===== src/sv/bist_pkg.sv =====
`default_nettype none

package bist_pkg;

    // Default table depth and field widths.
    localparam int DEPTH_DEFAULT = 16;
    localparam int VALUE_W       = 32;
    localparam int REQ_W         = 3;
    localparam int STATUS_W      = 2;
    localparam int COUNT_OUT_W   = 5;
    localparam int CAP_W         = 5;
    localparam logic [CAP_W-1:0] CAP_RESET = 5'd16;

    // Request codes.
    localparam logic [REQ_W-1:0] REQ_QUERY     = 3'd0;
    localparam logic [REQ_W-1:0] REQ_INSERT    = 3'd1;
    localparam logic [REQ_W-1:0] REQ_REMOVE    = 3'd2;
    localparam logic [REQ_W-1:0] REQ_REWIND    = 3'd3;
    localparam logic [REQ_W-1:0] REQ_READ_NEXT = 3'd4;

    // Status codes.
    localparam logic [STATUS_W-1:0] ST_OK            = 2'd0;
    localparam logic [STATUS_W-1:0] ST_FULL          = 2'd1;
    localparam logic [STATUS_W-1:0] ST_ABSENT        = 2'd2;
    localparam logic [STATUS_W-1:0] ST_READ_PAST_END = 2'd3;

    typedef enum logic [1:0] {
        RD_SEL_IDX,
        RD_SEL_IDX_NEXT,
        RD_SEL_CURSOR
    } rd_sel_t;

    typedef enum logic [3:0] {
        S_IDLE,
        S_DISPATCH,
        S_SCAN_ADDR,
        S_SCAN_CMP,
        S_SCAN_DONE,
        S_SHIFT_ADDR,
        S_SHIFT_WR,
        S_READ_ADDR,
        S_READ_DATA,
        S_FINISH
    } state_t;

    typedef struct packed {
        logic                load;
        logic                scan_hit;
        logic                idx_inc;
        logic                append;
        logic                shift_wr;
        logic                dec_count;
        logic                rewind;
        logic                read_cap;
        logic                set_status;
        logic [STATUS_W-1:0] status_code;
        rd_sel_t             rd_sel;
        logic                publish;
    } dp_cmd_t;

    typedef struct packed {
        logic [REQ_W-1:0] req_type;
        logic             scan_end;
        logic             match;
        logic             hit;
        logic             shift_end;
        logic             can_append;
        logic             cursor_ok;
        logic             out_free;
    } dp_stat_t;

endpackage

`default_nettype wire


===== src/sv/bist_req_if.sv =====
`default_nettype none

interface bist_req_if;
    logic               valid;
    logic               ready;
    logic [2:0]         req_type;
    logic signed [31:0] value;

    modport source (output valid, output req_type, output value, input ready);
    modport sink (input valid, input req_type, input value, output ready);
endinterface

`default_nettype wire


===== src/sv/bist_rsp_if.sv =====
`default_nettype none

interface bist_rsp_if;
    logic               valid;
    logic               ready;
    logic [1:0]         status;
    logic               found;
    logic signed [31:0] read_value;
    logic [4:0]         entry_count;
    logic               more_to_read;

    modport source (
        output valid, output status, output found, output read_value,
        output entry_count, output more_to_read, input ready
    );
    modport sink (
        input valid, input status, input found, input read_value,
        input entry_count, input more_to_read, output ready
    );
endinterface

`default_nettype wire


===== src/sv/bist_ram.sv =====
`default_nettype none

module bist_ram #(
    parameter int WIDTH = 32,
    parameter int DEPTH = 16,
    localparam int AW   = (DEPTH > 1) ? $clog2(DEPTH) : 1
) (
    input  wire logic             clk,
    input  wire logic             we,
    input  wire logic [AW-1:0]    waddr,
    input  wire logic [WIDTH-1:0] wdata,
    input  wire logic [AW-1:0]    raddr,
    output logic      [WIDTH-1:0] rdata
);

    logic [WIDTH-1:0] mem_reg [DEPTH];
    logic [WIDTH-1:0] rdata_reg;

    always_ff @(posedge clk)
    begin
        if (we)
        begin
            mem_reg[waddr] <= wdata;
        end
        rdata_reg <= mem_reg[raddr];
    end

    assign rdata = rdata_reg;

endmodule

`default_nettype wire


===== src/sv/bist_ctrl.sv =====
`default_nettype none

module bist_ctrl
    import bist_pkg::*;
(
    input  wire logic     clk,
    input  wire logic     rst_n,
    input  wire logic     in_valid,
    output logic          in_ready,
    input  wire dp_stat_t stat,
    output dp_cmd_t       cmd
);

    state_t state_reg;
    state_t state_next;

    always_ff @(posedge clk or negedge rst_n)
    begin
        if (!rst_n)
        begin
            state_reg <= S_IDLE;
        end
        else
        begin
            state_reg <= state_next;
        end
    end

    // Next state.
    always_comb
    begin
        state_next = state_reg;
        case (state_reg)
            S_IDLE:
            begin
                if (in_valid)
                begin
                    state_next = S_DISPATCH;
                end
            end
            S_DISPATCH:
            begin
                case (stat.req_type)
                    REQ_QUERY, REQ_INSERT, REQ_REMOVE: state_next = S_SCAN_ADDR;
                    REQ_READ_NEXT:
                    begin
                        state_next = stat.cursor_ok ? S_READ_ADDR : S_FINISH;
                    end
                    default: state_next = S_FINISH;
                endcase
            end
            S_SCAN_ADDR:
            begin
                state_next = stat.scan_end ? S_SCAN_DONE : S_SCAN_CMP;
            end
            S_SCAN_CMP:
            begin
                state_next = stat.match ? S_SCAN_DONE : S_SCAN_ADDR;
            end
            S_SCAN_DONE:
            begin
                if (stat.req_type == REQ_REMOVE && stat.hit)
                begin
                    state_next = S_SHIFT_ADDR;
                end
                else
                begin
                    state_next = S_FINISH;
                end
            end
            S_SHIFT_ADDR:
            begin
                state_next = stat.shift_end ? S_FINISH : S_SHIFT_WR;
            end
            S_SHIFT_WR:  state_next = S_SHIFT_ADDR;
            S_READ_ADDR: state_next = S_READ_DATA;
            S_READ_DATA: state_next = S_FINISH;
            S_FINISH:
            begin
                if (stat.out_free)
                begin
                    state_next = S_IDLE;
                end
            end
            default: state_next = S_IDLE;
        endcase
    end

    // Outputs.
    always_comb
    begin
        cmd      = '0;
        cmd.rd_sel = RD_SEL_IDX;
        in_ready = 1'b0;
        case (state_reg)
            S_IDLE:
            begin
                in_ready = 1'b1;
                cmd.load = in_valid;
            end
            S_DISPATCH:
            begin
                case (stat.req_type)
                    REQ_REWIND: cmd.rewind = 1'b1;
                    REQ_READ_NEXT:
                    begin
                        if (!stat.cursor_ok)
                        begin
                            cmd.set_status  = 1'b1;
                            cmd.status_code = ST_READ_PAST_END;
                        end
                    end
                    default: ;
                endcase
            end
            S_SCAN_ADDR: cmd.rd_sel = RD_SEL_IDX;
            S_SCAN_CMP:
            begin
                if (stat.match)
                begin
                    cmd.scan_hit = 1'b1;
                end
                else
                begin
                    cmd.idx_inc = 1'b1;
                end
            end
            S_SCAN_DONE:
            begin
                case (stat.req_type)
                    REQ_INSERT:
                    begin
                        if (stat.can_append)
                        begin
                            cmd.append = 1'b1;
                        end
                        else
                        begin
                            cmd.set_status  = 1'b1;
                            cmd.status_code = ST_FULL;
                        end
                    end
                    REQ_REMOVE:
                    begin
                        if (!stat.hit)
                        begin
                            cmd.set_status  = 1'b1;
                            cmd.status_code = ST_ABSENT;
                        end
                    end
                    default: ;
                endcase
            end
            S_SHIFT_ADDR:
            begin
                cmd.rd_sel = RD_SEL_IDX_NEXT;
                if (stat.shift_end)
                begin
                    cmd.dec_count = 1'b1;
                end
            end
            S_SHIFT_WR:  cmd.shift_wr = 1'b1;
            S_READ_ADDR: cmd.rd_sel = RD_SEL_CURSOR;
            S_READ_DATA: cmd.read_cap = 1'b1;
            S_FINISH:    cmd.publish = stat.out_free;
            default: ;
        endcase
    end

endmodule

`default_nettype wire


===== src/sv/bist_dp.sv =====
`default_nettype none

module bist_dp
    import bist_pkg::*;
#(
    parameter int DEPTH = DEPTH_DEFAULT
) (
    input  wire logic                clk,
    input  wire logic                rst_n,
    input  wire logic [REQ_W-1:0]    in_req_type,
    input  wire logic [VALUE_W-1:0]  in_value,
    input  wire logic                cfg_we,
    input  wire logic [CAP_W-1:0]    cfg_wdata,
    input  wire dp_cmd_t             cmd,
    output dp_stat_t                 stat,
    bist_rsp_if.source               rsp_ch
);

    localparam int AW = (DEPTH > 1) ? $clog2(DEPTH) : 1;
    localparam int CW = $clog2(DEPTH + 1);
    localparam int LW = (CW > CAP_W) ? CW : CAP_W;
    localparam int XW = (CW > COUNT_OUT_W) ? CW : COUNT_OUT_W;

    // Control state.
    logic [CW-1:0]    count_reg, count_next;
    logic [CW-1:0]    cursor_reg, cursor_next;
    logic [CAP_W-1:0] cap_reg, cap_next;
    logic             out_valid_reg, out_valid_next;

    // Per-request working registers.
    logic [REQ_W-1:0]    req_reg;
    logic [VALUE_W-1:0]  val_reg;
    logic [CW-1:0]       idx_reg, idx_next;
    logic                hit_reg, hit_next;
    logic [STATUS_W-1:0] status_reg, status_next;
    logic [VALUE_W-1:0]  rdv_reg, rdv_next;

    // Result registers.
    logic [STATUS_W-1:0]    o_status_reg;
    logic                   o_found_reg;
    logic [VALUE_W-1:0]     o_value_reg;
    logic [COUNT_OUT_W-1:0] o_count_reg;
    logic                   o_more_reg;

    logic [AW-1:0]      ram_raddr;
    logic [AW-1:0]      ram_waddr;
    logic [VALUE_W-1:0] ram_wdata;
    logic               ram_we;
    logic [VALUE_W-1:0] ram_rdata;

    logic [CW-1:0] idx_plus;
    logic [LW-1:0] limit;
    logic [XW-1:0] count_wide;

    assign idx_plus   = idx_reg + CW'(1);
    assign limit      = (LW'(cap_reg) > LW'(DEPTH)) ? LW'(DEPTH) : LW'(cap_reg);
    assign count_wide = XW'(count_reg);

    always_comb
    begin
        case (cmd.rd_sel)
            RD_SEL_IDX_NEXT: ram_raddr = idx_plus[AW-1:0];
            RD_SEL_CURSOR:   ram_raddr = cursor_reg[AW-1:0];
            default:         ram_raddr = idx_reg[AW-1:0];
        endcase
    end

    assign ram_we    = cmd.append | cmd.shift_wr;
    assign ram_waddr = cmd.append ? count_reg[AW-1:0] : idx_reg[AW-1:0];
    assign ram_wdata = cmd.append ? val_reg : ram_rdata;

    bist_ram #(
        .WIDTH (VALUE_W),
        .DEPTH (DEPTH)
    ) u_ram (
        .clk   (clk),
        .we    (ram_we),
        .waddr (ram_waddr),
        .wdata (ram_wdata),
        .raddr (ram_raddr),
        .rdata (ram_rdata)
    );

    always_comb
    begin
        stat.req_type   = req_reg;
        stat.scan_end   = (idx_reg >= count_reg);
        stat.match      = (ram_rdata == val_reg);
        stat.hit        = hit_reg;
        stat.shift_end  = (idx_plus >= count_reg);
        stat.can_append = (LW'(count_reg) < limit);
        stat.cursor_ok  = (cursor_reg < count_reg);
        stat.out_free   = !out_valid_reg || rsp_ch.ready;
    end

    always_comb
    begin
        count_next     = count_reg;
        cursor_next    = cursor_reg;
        cap_next       = cap_reg;
        out_valid_next = out_valid_reg;
        idx_next       = idx_reg;
        hit_next       = hit_reg;
        status_next    = status_reg;
        rdv_next       = rdv_reg;

        if (cfg_we)
        begin
            cap_next = cfg_wdata;
        end
        if (cmd.load)
        begin
            idx_next    = '0;
            hit_next    = 1'b0;
            status_next = ST_OK;
            rdv_next    = '0;
        end
        if (cmd.idx_inc || cmd.shift_wr)
        begin
            idx_next = idx_plus;
        end
        if (cmd.scan_hit)
        begin
            hit_next = 1'b1;
        end
        if (cmd.set_status)
        begin
            status_next = cmd.status_code;
        end
        if (cmd.append)
        begin
            count_next = count_reg + CW'(1);
        end
        if (cmd.dec_count)
        begin
            count_next = count_reg - CW'(1);
        end
        if (cmd.rewind)
        begin
            cursor_next = '0;
        end
        if (cmd.read_cap)
        begin
            rdv_next    = ram_rdata;
            cursor_next = cursor_reg + CW'(1);
        end
        if (cmd.publish)
        begin
            out_valid_next = 1'b1;
        end
        else if (rsp_ch.ready)
        begin
            out_valid_next = 1'b0;
        end
    end

    always_ff @(posedge clk or negedge rst_n)
    begin
        if (!rst_n)
        begin
            count_reg     <= '0;
            cursor_reg    <= '0;
            cap_reg       <= CAP_RESET;
            out_valid_reg <= 1'b0;
        end
        else
        begin
            count_reg     <= count_next;
            cursor_reg    <= cursor_next;
            cap_reg       <= cap_next;
            out_valid_reg <= out_valid_next;
        end
    end

    always_ff @(posedge clk)
    begin
        if (cmd.load)
        begin
            req_reg <= in_req_type;
            val_reg <= in_value;
        end
        idx_reg    <= idx_next;
        hit_reg    <= hit_next;
        status_reg <= status_next;
        rdv_reg    <= rdv_next;
        if (cmd.publish)
        begin
            o_status_reg <= status_reg;
            o_found_reg  <= hit_reg;
            o_value_reg  <= rdv_reg;
            o_count_reg  <= count_wide[COUNT_OUT_W-1:0];
            o_more_reg   <= (cursor_reg < count_reg);
        end
    end

    assign rsp_ch.valid        = out_valid_reg;
    assign rsp_ch.status       = o_status_reg;
    assign rsp_ch.found        = o_found_reg;
    assign rsp_ch.read_value   = o_value_reg;
    assign rsp_ch.entry_count  = o_count_reg;
    assign rsp_ch.more_to_read = o_more_reg;

endmodule

`default_nettype wire


===== src/sv/bounded_integer_set_table.sv =====
// Bounded integer set table: a packed table of signed 32-bit values.
// Requests arrive on req_ch (req_type, value) as valid/ready beats; every
// request gives exactly one result beat on rsp_ch (status, found,
// read_value, entry_count, more_to_read). The capacity limit is written
// through cfg_we/cfg_wdata; the user must do so only while the block is
// idle, and the block itself does not enforce this. One request is handled
// at a time. The entries live in a single-port-write, registered-read RAM,
// so a search reads and compares the stored entries one by one and stops
// at the first match, and a remove reads each later entry and writes it one
// slot down. The block is ready to accept the next request in the same
// cycle that the result beat is offered.
// A result waits in the output register while the next request is taken;
// a later result waits in the controller until rsp_ch.ready frees the
// register, and no new request is accepted meanwhile.
// Reset empties the set, rewinds the read cursor and sets the capacity
// limit to 16; the RAM contents are left as they are and never read
// before being written.
`default_nettype none

module bounded_integer_set_table
    import bist_pkg::*;
#(
    parameter int DEPTH = DEPTH_DEFAULT
) (
    input  wire logic             clk,
    input  wire logic             rst_n,
    bist_req_if.sink              req_ch,
    bist_rsp_if.source            rsp_ch,
    input  wire logic             cfg_we,
    input  wire logic [CAP_W-1:0] cfg_wdata
);

    // Commands from the controller and status from the datapath.
    dp_cmd_t  cmd;
    dp_stat_t stat;

    bist_ctrl u_ctrl (
        .clk      (clk),
        .rst_n    (rst_n),
        .in_valid (req_ch.valid),
        .in_ready (req_ch.ready),
        .stat     (stat),
        .cmd      (cmd)
    );

    // The datapath captures the request beat when the controller loads it.
    bist_dp #(
        .DEPTH (DEPTH)
    ) u_dp (
        .clk         (clk),
        .rst_n       (rst_n),
        .in_req_type (req_ch.req_type),
        .in_value    (req_ch.value),
        .cfg_we      (cfg_we),
        .cfg_wdata   (cfg_wdata),
        .cmd         (cmd),
        .stat        (stat),
        .rsp_ch      (rsp_ch)
    );

endmodule

`default_nettype wire


===== src/flat_wrapper.sv =====
// flat-port wrapper written by rule: the top's interface ports become plain ports
module bounded_integer_set_table_flat import bist_pkg::*;
#(
    parameter int DEPTH = DEPTH_DEFAULT
)
  (clk, rst_n, cfg_we, cfg_wdata, req_ch_valid, req_ch_req_type, req_ch_value, req_ch_ready, rsp_ch_valid, rsp_ch_status, rsp_ch_found, rsp_ch_read_value, rsp_ch_entry_count, rsp_ch_more_to_read, rsp_ch_ready);
  bist_req_if req_ch_i ();
  bist_rsp_if rsp_ch_i ();
  input  wire logic clk;
  input  wire logic rst_n;
  input  wire logic cfg_we;
  input  wire logic [CAP_W-1:0] cfg_wdata;
  input wire logic [$bits(req_ch_i.valid)-1:0] req_ch_valid;
  input wire logic [$bits(req_ch_i.req_type)-1:0] req_ch_req_type;
  input wire logic [$bits(req_ch_i.value)-1:0] req_ch_value;
  output wire logic [$bits(req_ch_i.ready)-1:0] req_ch_ready;
  output wire logic [$bits(rsp_ch_i.valid)-1:0] rsp_ch_valid;
  output wire logic [$bits(rsp_ch_i.status)-1:0] rsp_ch_status;
  output wire logic [$bits(rsp_ch_i.found)-1:0] rsp_ch_found;
  output wire logic [$bits(rsp_ch_i.read_value)-1:0] rsp_ch_read_value;
  output wire logic [$bits(rsp_ch_i.entry_count)-1:0] rsp_ch_entry_count;
  output wire logic [$bits(rsp_ch_i.more_to_read)-1:0] rsp_ch_more_to_read;
  input wire logic [$bits(rsp_ch_i.ready)-1:0] rsp_ch_ready;
  assign req_ch_i.valid = req_ch_valid;
  assign req_ch_i.req_type = req_ch_req_type;
  assign req_ch_i.value = req_ch_value;
  assign req_ch_ready = req_ch_i.ready;
  assign rsp_ch_valid = rsp_ch_i.valid;
  assign rsp_ch_status = rsp_ch_i.status;
  assign rsp_ch_found = rsp_ch_i.found;
  assign rsp_ch_read_value = rsp_ch_i.read_value;
  assign rsp_ch_entry_count = rsp_ch_i.entry_count;
  assign rsp_ch_more_to_read = rsp_ch_i.more_to_read;
  assign rsp_ch_i.ready = rsp_ch_ready;
  bounded_integer_set_table #(.DEPTH(DEPTH)) u_core (.clk(clk), .rst_n(rst_n), .req_ch(req_ch_i), .rsp_ch(rsp_ch_i), .cfg_we(cfg_we), .cfg_wdata(cfg_wdata));
endmodule

===== config.mk =====
export PLATFORM = sky130hd
export DESIGN_NAME = bounded_integer_set_table_flat
export DESIGN_NICKNAME = d
export VERILOG_FILES = /design/src/sv/bist_pkg.sv /design/src/sv/bist_req_if.sv /design/src/sv/bist_rsp_if.sv /design/src/sv/bist_ram.sv /design/src/sv/bist_ctrl.sv /design/src/sv/bist_dp.sv /design/src/sv/bounded_integer_set_table.sv /design/src/flat_wrapper.sv
export SDC_FILE = /design/constraint.sdc
export NUM_CORES = 1
export LEC_CHECK = 0
export ABC_AREA = 0
export BUFFER_PORTS_ARGS = -buffer_cell sky130_fd_sc_hd__buf_2
export CAP_MARGIN = 5
export CORE_MARGIN = 10
export CORE_UTILIZATION = 40
export DETAILED_ROUTE_END_ITERATION = 8
export GPL_TIMING_DRIVEN = 1
export PLACE_DENSITY_LB_ADDON = 0.25
export SYNTH_ARGS = -nofsm -noshare
export SYNTH_HDL_FRONTEND = slang
export SYNTH_SLANG_ARGS = --single-unit
export TNS_END_PERCENT = 10

===== constraint.sdc =====
create_clock -name clk -period 4.88 [get_ports clk]
set_input_delay 0.976 -clock clk [delete_from_list [all_inputs] [get_ports clk]]
set_output_delay 0.976 -clock clk [all_outputs]
set_load 0.05 [all_outputs]

==> out/results.tsv <==
stage	metric	value	unit
detailed_routing	antenna viol nets, final	0	
clocking	Num CTS Buffers	73	
clocking	postcts setup bufs	0	
synth	syn_nets	1839	
timing	TNS Setup	0	ns
worst_setup_path	Slowest-stage cell, CP	nor2b_4	
synth	EDFF count, synth	627	
timing	Max-slew headroom	15.6	%
worst_setup_path	R2R Path Start	u_core.u_dp.cap_reg[4]$_DFFE_PN1P_	
synth	synth top area cells	edfxtp_1 (67%), mux2_2 (5.0%), o2111ai_1 (3.9%)	
detailed_routing	Routed Wire Length	74.2	mm
outcome	outcome	finished, final reports clean	
grt	met3 Use GR	3.89	%
synth	main flop type after synthesis	edfxtp_1	
place	HPWL Detailed	43.7	mm
clocking	clk sinks	680	
floorplan	die area	0.0818	mm2
detailed_routing	vias per inst	5.72	
grt	initial antenna violation count	2	
worst_setup_path	Max FO, Critical Path	32	
worst_setup_path	reg2reg setup slack	0.96	ns
grt	gr usage total	17.8	%
timing	period utilization	80.3	%
worst_setup_path	crit path kind	flop to flop	
clocking	H-tree lvl count	3	
worst_setup_path	crit-path leading delay family	compound AO/OA/AOI/OAI gates	
clocking	CTS tree	yes	
synth	Seq cells post-synth	680	
finish	commonest non-fill, non-tap cell in the layout	edfxtp_1	
worst_setup_path	Reg2Reg Depth	8	
grt	largest net degree at the start of global routing	97	
worst_setup_path	Critical Path Sink Type	flop	
clocking	Worst-Skew Late Latency	0.62	ns
timing	Max Fclk	255	MHz
power_and_ir_drop	Leak	11.1	nW
min_path	Worst Hold Class	primary input to asynchronous set/reset pin	
finish	layout cells sized above 1	22.0	%
floorplan	Die H	286	um
floorplan	Initial Util	40.4	%
timing	Tmin final	3.92	ns
synth	Synth async-reset ratio	2.94	%
worst_setup_path	CP cell instances	inv_1 > nand2_1 > ha_1 > a21o_1 > a21oi_1 > o211ai_4 > o31ai_1 > nor2b_4	
power_and_ir_drop	Max rail drop VDD	0.347	mV
synth	top cell type's share of synthesized area	66.5	%
grt	grt total ovfl	0	
synth	Unique masters post-synth	66	
grt	GRT met1 Usage	24.3	%
finish	Filler cells	6050	
place	Port-buffer cells	87	
detailed_routing	average wire per cell in the routed design	26.1	um
finish	FF+latch area	0.0200	mm2
synth	YS warnings	0	
clocking	cts hold-fix bufs	0	
finish	multi-input logic area	0.00741	mm2
worst_setup_path	RR Endpoint	u_core.u_dp.u_ram.mem_reg[2][15]$_DFFE_PP_	
synth	cell taking the most area after synthesis	edfxtp_1	
clocking	clock transition at the registers of the reported paths	0.06	ns
clocking	CTS-repair resized insts	0	
worst_setup_path	Largest stage delay, worst path	1.10	ns
finish	most frequent cells in the layout	edfxtp_1 (627), o2111ai_1 (127), mux2_2 (126)	
worst_setup_path	CP required	5.10	ns
floorplan	num ports	88	
finish	max reg flops	512	
timing	Final setup viols	0	
grt	GRT Max-Usage Layer	met2	
clocking	Clock Path Buffers	3	
timing	Final Hold Viols	0	
grt	first-pass GRT wire length	110	mm
finish	Area Overhead vs Synth	14.8	%
synth	Mapped Avg Cell Area	16.0	um2
detailed_routing	via count	16300	
synth	gate count of the mapped netlist	1768	
detailed_routing	DRT iter0 DRCs	1468	
grt	number of global-route vias before repair	16200	
finish	fin util	46.3	%
timing	unrepaired setup endpoints after global routing	false	
floorplan	die width	286	um
synth	register area share after synthesis	70.6	%
timing	final max-slew violation count	0	
worst_setup_path	Setup crit start kind	flop	
power_and_ir_drop	power density cells	592	mW/mm2
floorplan	Core ar.	0.0701	mm2
grt	met2 Use GR	27.9	%
synth	Mapped Area	0.0283	mm2
floorplan	FP Rows	97	
job	Max-cap violations	0	
timing	clock skew	0.0243	ns
timing	Slew @ Worst Pin	1.26	ns
detailed_routing	DRT Pass-1 Iters	5	
detailed_routing	DRC	0	
worst_setup_path	CP Buf/Inv Count	1	
finish	# nets final	1917	
clocking	clock root buffer	clkbuf_16	
place	GPL Wtd Cong	0.825	
worst_setup_path	Critical Path AT	4.13	ns
worst_setup_path	crit path from	u_core.u_dp.cap_reg[4]$_DFFE_PN1P_	
==> cell families (layout without fill, tap and decap cells) <==
| group | count (synthesis) | count (layout) | synth area share, % |
|---|---|---|---|
| mux | 237 | 237 | 9.11 |
| compound gates | 389 | 389 | 11.2 |
| other cells | 0 | 1 | 0 |
| fa+ha+maj | 26 | 26 | 1.18 |
| xor+xnor | 40 | 40 | 1.24 |
| buf+inv | 249 | 387 | 3.86 |
| simple gates | 147 | 147 | 2.75 |
| flops | 680 | 680 | 70.6 |
==> routing by layer <==
metal	routed length, um	up-vias
met5	0	-
met1	32200	8299
met2	34500	579
li1	-	7306
met3	5580	92
met4	1900	0
==> cell type report <==
cell class,instances,area share [%]
Clock inverter,40,1.37
Clock buffer,95,6.19
Tap cell,940,3.62
Antenna cell,1,0.00770
Sequential cell,680,61.5
Timing Repair Buffer,139,3.16
Inverter,113,1.31
Multi-Input combinational cell,839,22.8
==> per-stage QoR <==
stage                     hold WS, ns  setup WS [ns]  std cells  area [um2]  total power [mW]
after global placement          0.402           1.01       2711       30000              13.6
after global routing            0.330          0.666       2846       32500              20.1
after floorplan                 0.400           1.05       1768       28300              11.8
final                           0.308          0.962       2847       32500              19.2
after detailed placement        0.405          0.985       2711       30000              13.7
after CTS                       0.303          0.962       2846       32500              19.4
==> synthesized netlist by cell type, drive strengths merged, types with 3 or more instances <==
cell and count:
dfxtp 33, mux2i 72, or3 3, and3 33, nand4 4, dfrtp 19, o311ai 96, nor2 28
nand3 10, nor3 4, nand2 27, a21boi 5, nor2b 11, clkbuf 87, a21o 8, inv 113
o2111ai 128, nor4 10, ha 25, and2 3, nand2b 10, xor2 38, edfxtp 627, a21oi 14
o21ai 13, buf 49, mux2 165, a31o 3, o211ai 100
==> power by group <==
part	switching (mW)	internal (mW)	leakage, nW
sequential	0.573	7.68	6.23
clock	2.26	3.35	1.22
combinational	3.65	1.74	3.63
==> worst max path at each step <==
stage	slack, ns	to	cells past startpoint
floorplan	1.05	u_core.u_dp.u_ram.mem_reg[3][0]$_DFFE_PP_	9
global placement	1.01	u_core.u_dp.u_ram.mem_reg[5][20]$_DFFE_PP_	7
detailed placement	0.98	u_core.u_dp.u_ram.mem_reg[2][12]$_DFFE_PP_	6
CTS	0.96	u_core.u_dp.u_ram.mem_reg[2][21]$_DFFE_PP_	6
global route	0.67	u_core.u_dp.u_ram.rdata[27]$_DFF_P_	10
finish	0.96	u_core.u_dp.u_ram.mem_reg[2][15]$_DFFE_PP_	8
No activity file was read; power rests on OpenSTA's default activity.
